## config.mk

```make
export PLATFORM = sky130hd
export DESIGN_NAME = tebs_ctrl
export DESIGN_NICKNAME = d
export VERILOG_FILES = /design/src/rtl/tebs_pkg.sv /design/src/rtl/tebs_ctrl.sv
export SDC_FILE = /design/constraint.sdc
export NUM_CORES = 1
export LEC_CHECK = 0
export BUFFER_PORTS_ARGS = -buffer_cell sky130_fd_sc_hd__buf_2
export CAP_MARGIN = 20
export CORE_AREA = 2 2 65 67
export DETAILED_ROUTE_END_ITERATION = 10
export DIE_AREA = 0 0 67 69
export MAX_ROUTING_LAYER = met4
export SYNTH_ARGS = -nofsm -noshare
export SYNTH_HDL_FRONTEND = slang
export SYNTH_SLANG_ARGS = --single-unit
```

## constraint.sdc

```tcl
create_clock -name clk -period 3.3 [get_ports clk]
set_clock_uncertainty 0.1 [all_clocks]
set_input_delay 0.66 -clock clk [delete_from_list [all_inputs] [get_ports clk]]
set_output_delay 0.66 -clock clk [all_outputs]
set_load 0.005 [all_outputs]
```

## src/rtl/tebs_pkg.sv

```systemverilog
// Shared constants, command codes and control structs for the blend smoother.
package tebs_pkg;

    // Geometry of the position vector
    localparam int AXES       = 3;
    localparam int POS_BITS   = 32;
    localparam int AXIS_W     = (AXES > 1) ? $clog2(AXES) : 1;

    // Field widths
    localparam int OP_W       = 2;
    localparam int TIME_W     = 32;
    localparam int DLY_W      = 16;
    localparam int FRAC_W     = 18;
    localparam int DIST_W     = 31;
    localparam int GAIN_W     = 17;
    localparam int IDX_W      = 2;
    localparam int FRAC_SH    = 16;

    // Shared multiplier and divider
    localparam int MUL_W      = (POS_BITS + 1 > DIST_W + 1) ? POS_BITS + 1 : DIST_W + 1;
    localparam int PROD_W     = 2 * MUL_W;
    localparam int DIV_W      = TIME_W + FRAC_SH;
    localparam int DCNT_W     = $clog2(DIV_W);

    // Stream widths
    localparam int IN_RAW_W   = TIME_W + 2 * AXES * POS_BITS;
    localparam int IN_DATA_W  = ((IN_RAW_W + 7) / 8) * 8;
    localparam int OUT_RAW_W  = AXES * POS_BITS;
    localparam int OUT_DATA_W = ((OUT_RAW_W + 7) / 8) * 8;
    localparam int OUT_USER_W = 2;

    // Operation codes
    localparam logic [OP_W-1:0] OP_TICK   = 2'd0;
    localparam logic [OP_W-1:0] OP_GOAL   = 2'd1;
    localparam logic [OP_W-1:0] OP_SNAP   = 2'd2;
    localparam logic [OP_W-1:0] OP_CANCEL = 2'd3;

    // Configuration register indexes
    localparam logic [IDX_W-1:0] CFG_DELAY    = 2'd0;
    localparam logic [IDX_W-1:0] CFG_MAX_FRAC = 2'd1;
    localparam logic [IDX_W-1:0] CFG_MAX_DIST = 2'd2;

    // Reset values of the configuration registers
    localparam logic [DLY_W-1:0]  DELAY_RST    = 16'd100;
    localparam logic [FRAC_W-1:0] MAX_FRAC_RST = 18'd98304;
    localparam logic [DIST_W-1:0] MAX_DIST_RST = 31'd81920;

    // Gain and alpha constants
    localparam logic [DLY_W-1:0]  GAIN_D_LO    = 16'd100;
    localparam logic [DLY_W-1:0]  GAIN_D_HI    = 16'd400;
    // Gain ramp (d - 100) * 4096 / 25 as a multiply by ceil(2^31 / 25) and a shift by 19
    localparam logic [26:0]       GAIN_RECIP   = 27'd85899346;
    localparam int                GAIN_SH      = 19;
    localparam logic [GAIN_W-1:0] GAIN_LO      = 17'd16384;
    localparam logic [GAIN_W-1:0] GAIN_HI      = 17'd65536;
    localparam logic [FRAC_W-1:0] ALPHA_ONE    = 18'd65536;
    localparam logic [FRAC_W-1:0] ALPHA_SAT    = 18'h3FFFF;
    localparam logic [PROD_W-1:0] ROUND_HALF   = PROD_W'(32768);

    // Datapath commands issued by the controller
    typedef enum logic [4:0] {
        CMD_NONE,
        CMD_LOAD,
        CMD_CLEAR,
        CMD_SQ,
        CMD_SQACC,
        CMD_MD,
        CMD_FAR,
        CMD_DIVT,
        CMD_GMUL,
        CMD_DIVSTEP,
        CMD_ALPHA,
        CMD_SNAP,
        CMD_STMUL,
        CMD_STADD,
        CMD_GAIN,
        CMD_EMUL,
        CMD_EADD,
        CMD_GDONE,
        CMD_OUT
    } cmd_t;

    typedef struct packed {
        cmd_t              cmd;
        logic [AXIS_W-1:0] axis;
    } ctl_t;

    typedef struct packed {
        logic            active;
        logic            far;
        logic [OP_W-1:0] op;
        logic            out_busy;
    } stat_t;

endpackage

```

## src/rtl/tebs_ctrl.sv

```systemverilog
// Controller: sequences one item through the datapath.
module tebs_ctrl
    import tebs_pkg::*;
(
    input  logic  clk,
    input  logic  rst_n,
    input  logic  s_tvalid,
    output logic  s_tready,
    input  stat_t stat,
    output ctl_t  ctl
);

    typedef enum logic [18:0] {
        ST_IDLE   = 19'b0000000000000000001,
        ST_DECODE = 19'b0000000000000000010,
        ST_CLEAR  = 19'b0000000000000000100,
        ST_SQ     = 19'b0000000000000001000,
        ST_SQACC  = 19'b0000000000000010000,
        ST_MD     = 19'b0000000000000100000,
        ST_FAR    = 19'b0000000000001000000,
        ST_TINIT  = 19'b0000000000010000000,
        ST_DIV    = 19'b0000000000100000000,
        ST_ALPHA  = 19'b0000000001000000000,
        ST_SNAP   = 19'b0000000010000000000,
        ST_STMUL  = 19'b0000000100000000000,
        ST_STADD  = 19'b0000001000000000000,
        ST_GINIT  = 19'b0000010000000000000,
        ST_GAIN   = 19'b0000100000000000000,
        ST_EMUL   = 19'b0001000000000000000,
        ST_EADD   = 19'b0010000000000000000,
        ST_GDONE  = 19'b0100000000000000000,
        ST_FIN    = 19'b1000000000000000000
    } state_t;

    state_t            state_reg, state_next;
    logic [AXIS_W-1:0] axis_reg, axis_next;
    logic [DCNT_W-1:0] cnt_reg, cnt_next;
    logic              last_axis;
    logic              is_goal;

    assign last_axis = (axis_reg == AXIS_W'(AXES - 1));
    assign is_goal   = (stat.op == OP_GOAL);

    // Next-state and command logic
    always_comb
    begin
        state_next  = state_reg;
        axis_next   = axis_reg;
        cnt_next    = cnt_reg;
        ctl.cmd     = CMD_NONE;
        ctl.axis    = axis_reg;
        unique case (state_reg)
            ST_IDLE:
            begin
                if (s_tvalid)
                begin
                    ctl.cmd    = CMD_LOAD;
                    state_next = ST_DECODE;
                end
            end
            ST_DECODE:
            begin
                axis_next = '0;
                if (stat.op == OP_SNAP || stat.op == OP_CANCEL)
                    state_next = ST_CLEAR;
                else if (stat.active)
                    state_next = ST_SQ;
                else if (is_goal)
                    state_next = ST_GINIT;
                else
                    state_next = ST_FIN;
            end
            ST_CLEAR:
            begin
                ctl.cmd    = CMD_CLEAR;
                state_next = ST_FIN;
            end
            ST_SQ:
            begin
                ctl.cmd    = CMD_SQ;
                state_next = ST_SQACC;
            end
            ST_SQACC:
            begin
                ctl.cmd = CMD_SQACC;
                if (last_axis)
                begin
                    axis_next  = '0;
                    state_next = ST_MD;
                end
                else
                begin
                    axis_next  = axis_reg + 1'b1;
                    state_next = ST_SQ;
                end
            end
            ST_MD:
            begin
                ctl.cmd    = CMD_MD;
                state_next = ST_FAR;
            end
            ST_FAR:
            begin
                ctl.cmd    = CMD_FAR;
                state_next = ST_TINIT;
            end
            ST_TINIT:
            begin
                ctl.cmd     = CMD_DIVT;
                cnt_next    = '0;
                state_next  = ST_DIV;
            end
            ST_DIV:
            begin
                ctl.cmd  = CMD_DIVSTEP;
                cnt_next = cnt_reg + 1'b1;
                if (cnt_reg == DCNT_W'(DIV_W - 1))
                    state_next = ST_ALPHA;
            end
            ST_ALPHA:
            begin
                ctl.cmd    = CMD_ALPHA;
                axis_next  = '0;
                state_next = stat.far ? ST_SNAP : ST_STMUL;
            end
            ST_SNAP:
            begin
                ctl.cmd    = CMD_SNAP;
                state_next = is_goal ? ST_GINIT : ST_FIN;
            end
            ST_STMUL:
            begin
                ctl.cmd    = CMD_STMUL;
                state_next = ST_STADD;
            end
            ST_STADD:
            begin
                ctl.cmd = CMD_STADD;
                if (last_axis)
                begin
                    axis_next  = '0;
                    state_next = is_goal ? ST_GINIT : ST_FIN;
                end
                else
                begin
                    axis_next  = axis_reg + 1'b1;
                    state_next = ST_STMUL;
                end
            end
            ST_GINIT:
            begin
                ctl.cmd     = CMD_GMUL;
                state_next  = ST_GAIN;
            end
            ST_GAIN:
            begin
                ctl.cmd    = CMD_GAIN;
                axis_next  = '0;
                state_next = ST_EMUL;
            end
            ST_EMUL:
            begin
                ctl.cmd    = CMD_EMUL;
                state_next = ST_EADD;
            end
            ST_EADD:
            begin
                ctl.cmd = CMD_EADD;
                if (last_axis)
                begin
                    axis_next  = '0;
                    state_next = ST_GDONE;
                end
                else
                begin
                    axis_next  = axis_reg + 1'b1;
                    state_next = ST_EMUL;
                end
            end
            ST_GDONE:
            begin
                ctl.cmd    = CMD_GDONE;
                state_next = ST_FIN;
            end
            ST_FIN:
            begin
                if (!stat.out_busy)
                begin
                    ctl.cmd    = CMD_OUT;
                    state_next = ST_IDLE;
                end
            end
            default:
            begin
                state_next = ST_IDLE;
            end
        endcase
    end

    // State registers
    always_ff @(posedge clk or negedge rst_n)
    begin
        if (!rst_n)
        begin
            state_reg  <= ST_IDLE;
            axis_reg   <= '0;
            cnt_reg    <= '0;
        end
        else
        begin
            state_reg  <= state_next;
            axis_reg   <= axis_next;
            cnt_reg    <= cnt_next;
        end
    end

    assign s_tready = (state_reg == ST_IDLE);

endmodule

```

==> summary.md <==
| Metric | Value |
|---|---|
| Max reg flops | `19` |
| DR vias/cell | `6.02` |
| Via count | `1523` |
| Final Hold Viols | `0` |
| Simple-gate share of the synthesized area | `37.3%` |
| FF-to-FF setup slack | `0.93 ns` |
| CTS Root Cell | `clkbuf_8` |
| Layout Nets | `213` |
| Status | `finished clean` |
| Core region area | `3910 µm²` |
| Worst setup margin | `0.170 ns` |
| Main combinational cell family by area after synthesis | `simple AND/OR/NAND/NOR gates` |
| Chip Width | `67 µm` |
| Critical path arrival | `2.37 ns` |
| Clock latency at the later pin of the worst-skew pair | `0.27 ns` |
| Sequential share of power | `43.4%` |
| Sw Pwr | `330 µW` |
| # rows | `23` |
| CP required | `2.54 ns` |
| Final WL | `4120 µm` |
| Height of the die | `69 µm` |
| Logic gate share of total power | `35.5%` |
| Gr ovfl total | `0` |
| Slowest stage cell, crit path | `or4_4` |
| CP peak stage delay | `0.55 ns` |
| Mapped Avg Cell Area | `9.29 µm²` |
| Setup TNS | `0 ns` |
| Finished Core Util | `48.4%` |
| Post-Place Cell Area | `1830 µm²` |
| Post-synth EDFFs | `0` |
| DP HPWL | `3210 µm` |
| CTS buffer count | `3` |
| Number of global-route vias before repair | `1456` |
| Worst-path clk slew | `0.09 ns` |
| Pre-CTS WS | `0.393 ns` |
| Starting Density | `43.2%` |
| CP startpoint kind | `flop` |
| CP Class | `reg2out` |
| Worst rel slew slack | `59.3%` |
| Initial antenna violation count | `0` |
| Crit-path cells | `nor4_4 > nand4_1 > or4_4 > and2_1 > o2111ai_1 > buf_2` |
| Antenna cells | `0` |
| Total iterations of the first detailed-routing run | `4` |
| Largest net degree at the start of global routing | `28` |
| Pwr/cell area | `479 nW/µm²` |
| Adder-cell area share of the yosys netlist | `0.740%` |
| Seq cells post-synth | `27` |
| Xor/xnor share of the synthesized area | `3.11%` |
| Mux share of post-synthesis cell area | `4.22%` |
| Yosys warnings | `0` |
| Antenna-violating nets left | `0` |
| Drt wl/cell | `16.3 µm` |
| Cell variety after synth | `49` |
| Max-cap check violation count | `0` |
| Post-synth ARST share | `100%` |
| Hold_buf cts | `0` |
| DRT iter0 DRCs | `84` |
| Synth Cell Area | `1690 µm²` |
| Worst Setup End Kind | `output port` |
| Cell area after layout | `1900 µm²` |
| Io pins | `16` |
| Clock sinks | `27` |
| Slew Limit Fails | `0` |
| Seq/Total Area, Yosys | `40.0%` |
| All-Layer GR Usage | `19.7%` |
| Placer Congestion | `0.904` |
| Tcrit/Tclk final | `94.9%` |
| Clock power share | `21.0%` |
| # DRC | `0` |
| Post-layout min period | `3.13 ns` |
| Port Buffers | `15` |
| CTS H-tree lvls | `1` |
| Synth Instances | `182` |
| Fmax achieved | `319 MHz` |
| Worst slew pin tran | `0.610 ns` |
| Share of layout cells above drive strength 1 | `17.2%` |
| CTS tree | `built` |
| Most used DFF post-synth | `dfrtp_1` |
| Hold Path Class | `in2async` |
| Pleak | `0.861 nW` |
| Total power | `909 µW` |
| Final setup fails | `0` |
| Syn-to-layout area delta | `12.1%` |
| Synth Area in Compound Gates | `11.4%` |
| Peak supply drop | `0.238 mV` |
| Worst Path Max Fanout | `7` |
| RSZ-0062 raised after global routing | `false` |
| Pint | `579 µW` |
| Global-route wire length before repair | `6840 µm` |
| Sw frac | `36.3%` |
| Die Footprint | `4620 µm²` |
| CTS max path bufs | `2` |
| Mapped Nets | `191` |
[synth_stat cells, drive strengths merged (2+ instances only)]
library cell	n	area [µm²]
a211oi	2	15.0
a21oi	2	10.0
a22o	2	17.5
and2	6	37.5
and3	3	18.8
and4	2	17.5
buf	2	10.0
dfrtp	26	651
inv	12	45.0
mux2i	6	60.1
nand2	10	45.0
nand2b	6	37.5
nand3	9	45.0
nand3b	2	15.0
nand4	9	56.3
nand4b	2	17.5
nor2	17	63.8
nor2b	3	18.8
nor3	9	50.1
nor3b	2	15.0
nor4	7	88.8
nor4b	4	35.0
o21ai	11	55.1
or4	3	26.3
or4b	2	20.0
xnor2	3	26.3
xor2	3	26.3
[final cells by class]
class / instances / area (µm²)
clock buffer: 3 / 41.3
multi-input combinational: 141 / 960
sequential: 27 / 677
timing repair buffer: 19 / 105
clock inverter: 1 / 5.00
tap: 50 / 62.6
fill: 400 / 2020
inverter: 12 / 45.0
[power groups by stage]
stage | Sequential, mW | Clock, mW | Combinational (mW)
detailed placement | 0.398 | 0 | 0.319
CTS | 0.393 | 0.194 | 0.320
finish | 0.395 | 0.191 | 0.323
global placement | 0.398 | 0 | 0.316
global route | 0.399 | 0.211 | 0.360
floorplan | 0.391 | 0 | 0.221
[worst paths after layout]
check / start / end / depth (start not counted)
max: state_reg[13] / ctl[3] / 6
min: rst_n / state_reg[7] / 1
max reg2reg: state_reg[6] / state_reg[13] / 6
min reg2reg: cnt_reg[2] / cnt_reg[2] / 1
max in group asynchronous: rst_n / state_reg[10] / 1
min in group clk: cnt_reg[2] / cnt_reg[2] / 1
[per-stage QoR]
step	cells	hold slack [ns]
3_3_place_gp	247	0.395
6_report	253	0.282
4_1_cts	251	0.310
5_1_grt	253	0.327
2_1_floorplan	182	0.264
3_5_place_dp	247	0.411
[cell usage in the layout, fill, tap and decap left out, types with 3 or more instances in the layout]
| cell | count |
|---|---|
| mux2i_1 | 6 |
| o21ai_0 | 10 |
| nor4b_1 | 4 |
| nor2b_1 | 3 |
| nand3_1 | 9 |
| inv_1 | 12 |
| clkbuf_8 | 3 |
| buf_2 | 15 |
| xor2_1 | 3 |
| xnor2_1 | 3 |
| nand2_1 | 9 |
| nand4_1 | 9 |
| nor3_1 | 8 |
| buf_4 | 4 |
| nand2b_1 | 6 |
| nor4_1 | 4 |
| and2_1 | 6 |
| dfrtp_1 | 26 |
| nor4_4 | 3 |
| nor2_1 | 17 |
| and3_1 | 3 |
[what timing repair did]
action,in CTS,in global routing
setup buffers,0,2
resized for setup,0,0
hold endpoints to repair,0,0
setup endpoints to repair,0,1
[worst max-delay path: cells and delay by family (launching register included)]
family	cells	cell delay (ns)
simple gates	4	1.36
flops	1	0.47
buf+inv	1	0.16
compound gates	1	0.11
[routing by layer]
layer / global-route usage (%) / routed length, µm / vias to the layer above
met5: - / 0 / -
met4: 5.67 / 71 / 0
met3: 3.75 / 231 / 7
met2: 31.7 / 2020 / 47
met1: 25.1 / 1800 / 744
li1: - / - / 725
[kinds of logic after synthesis]
group	count (synthesis)
simple gates	99
compound gates	28
flops	27
buf+inv	14
mux	7
xor+xnor	6
fa+ha+maj	1
Power figures use the tool's default switching activity.
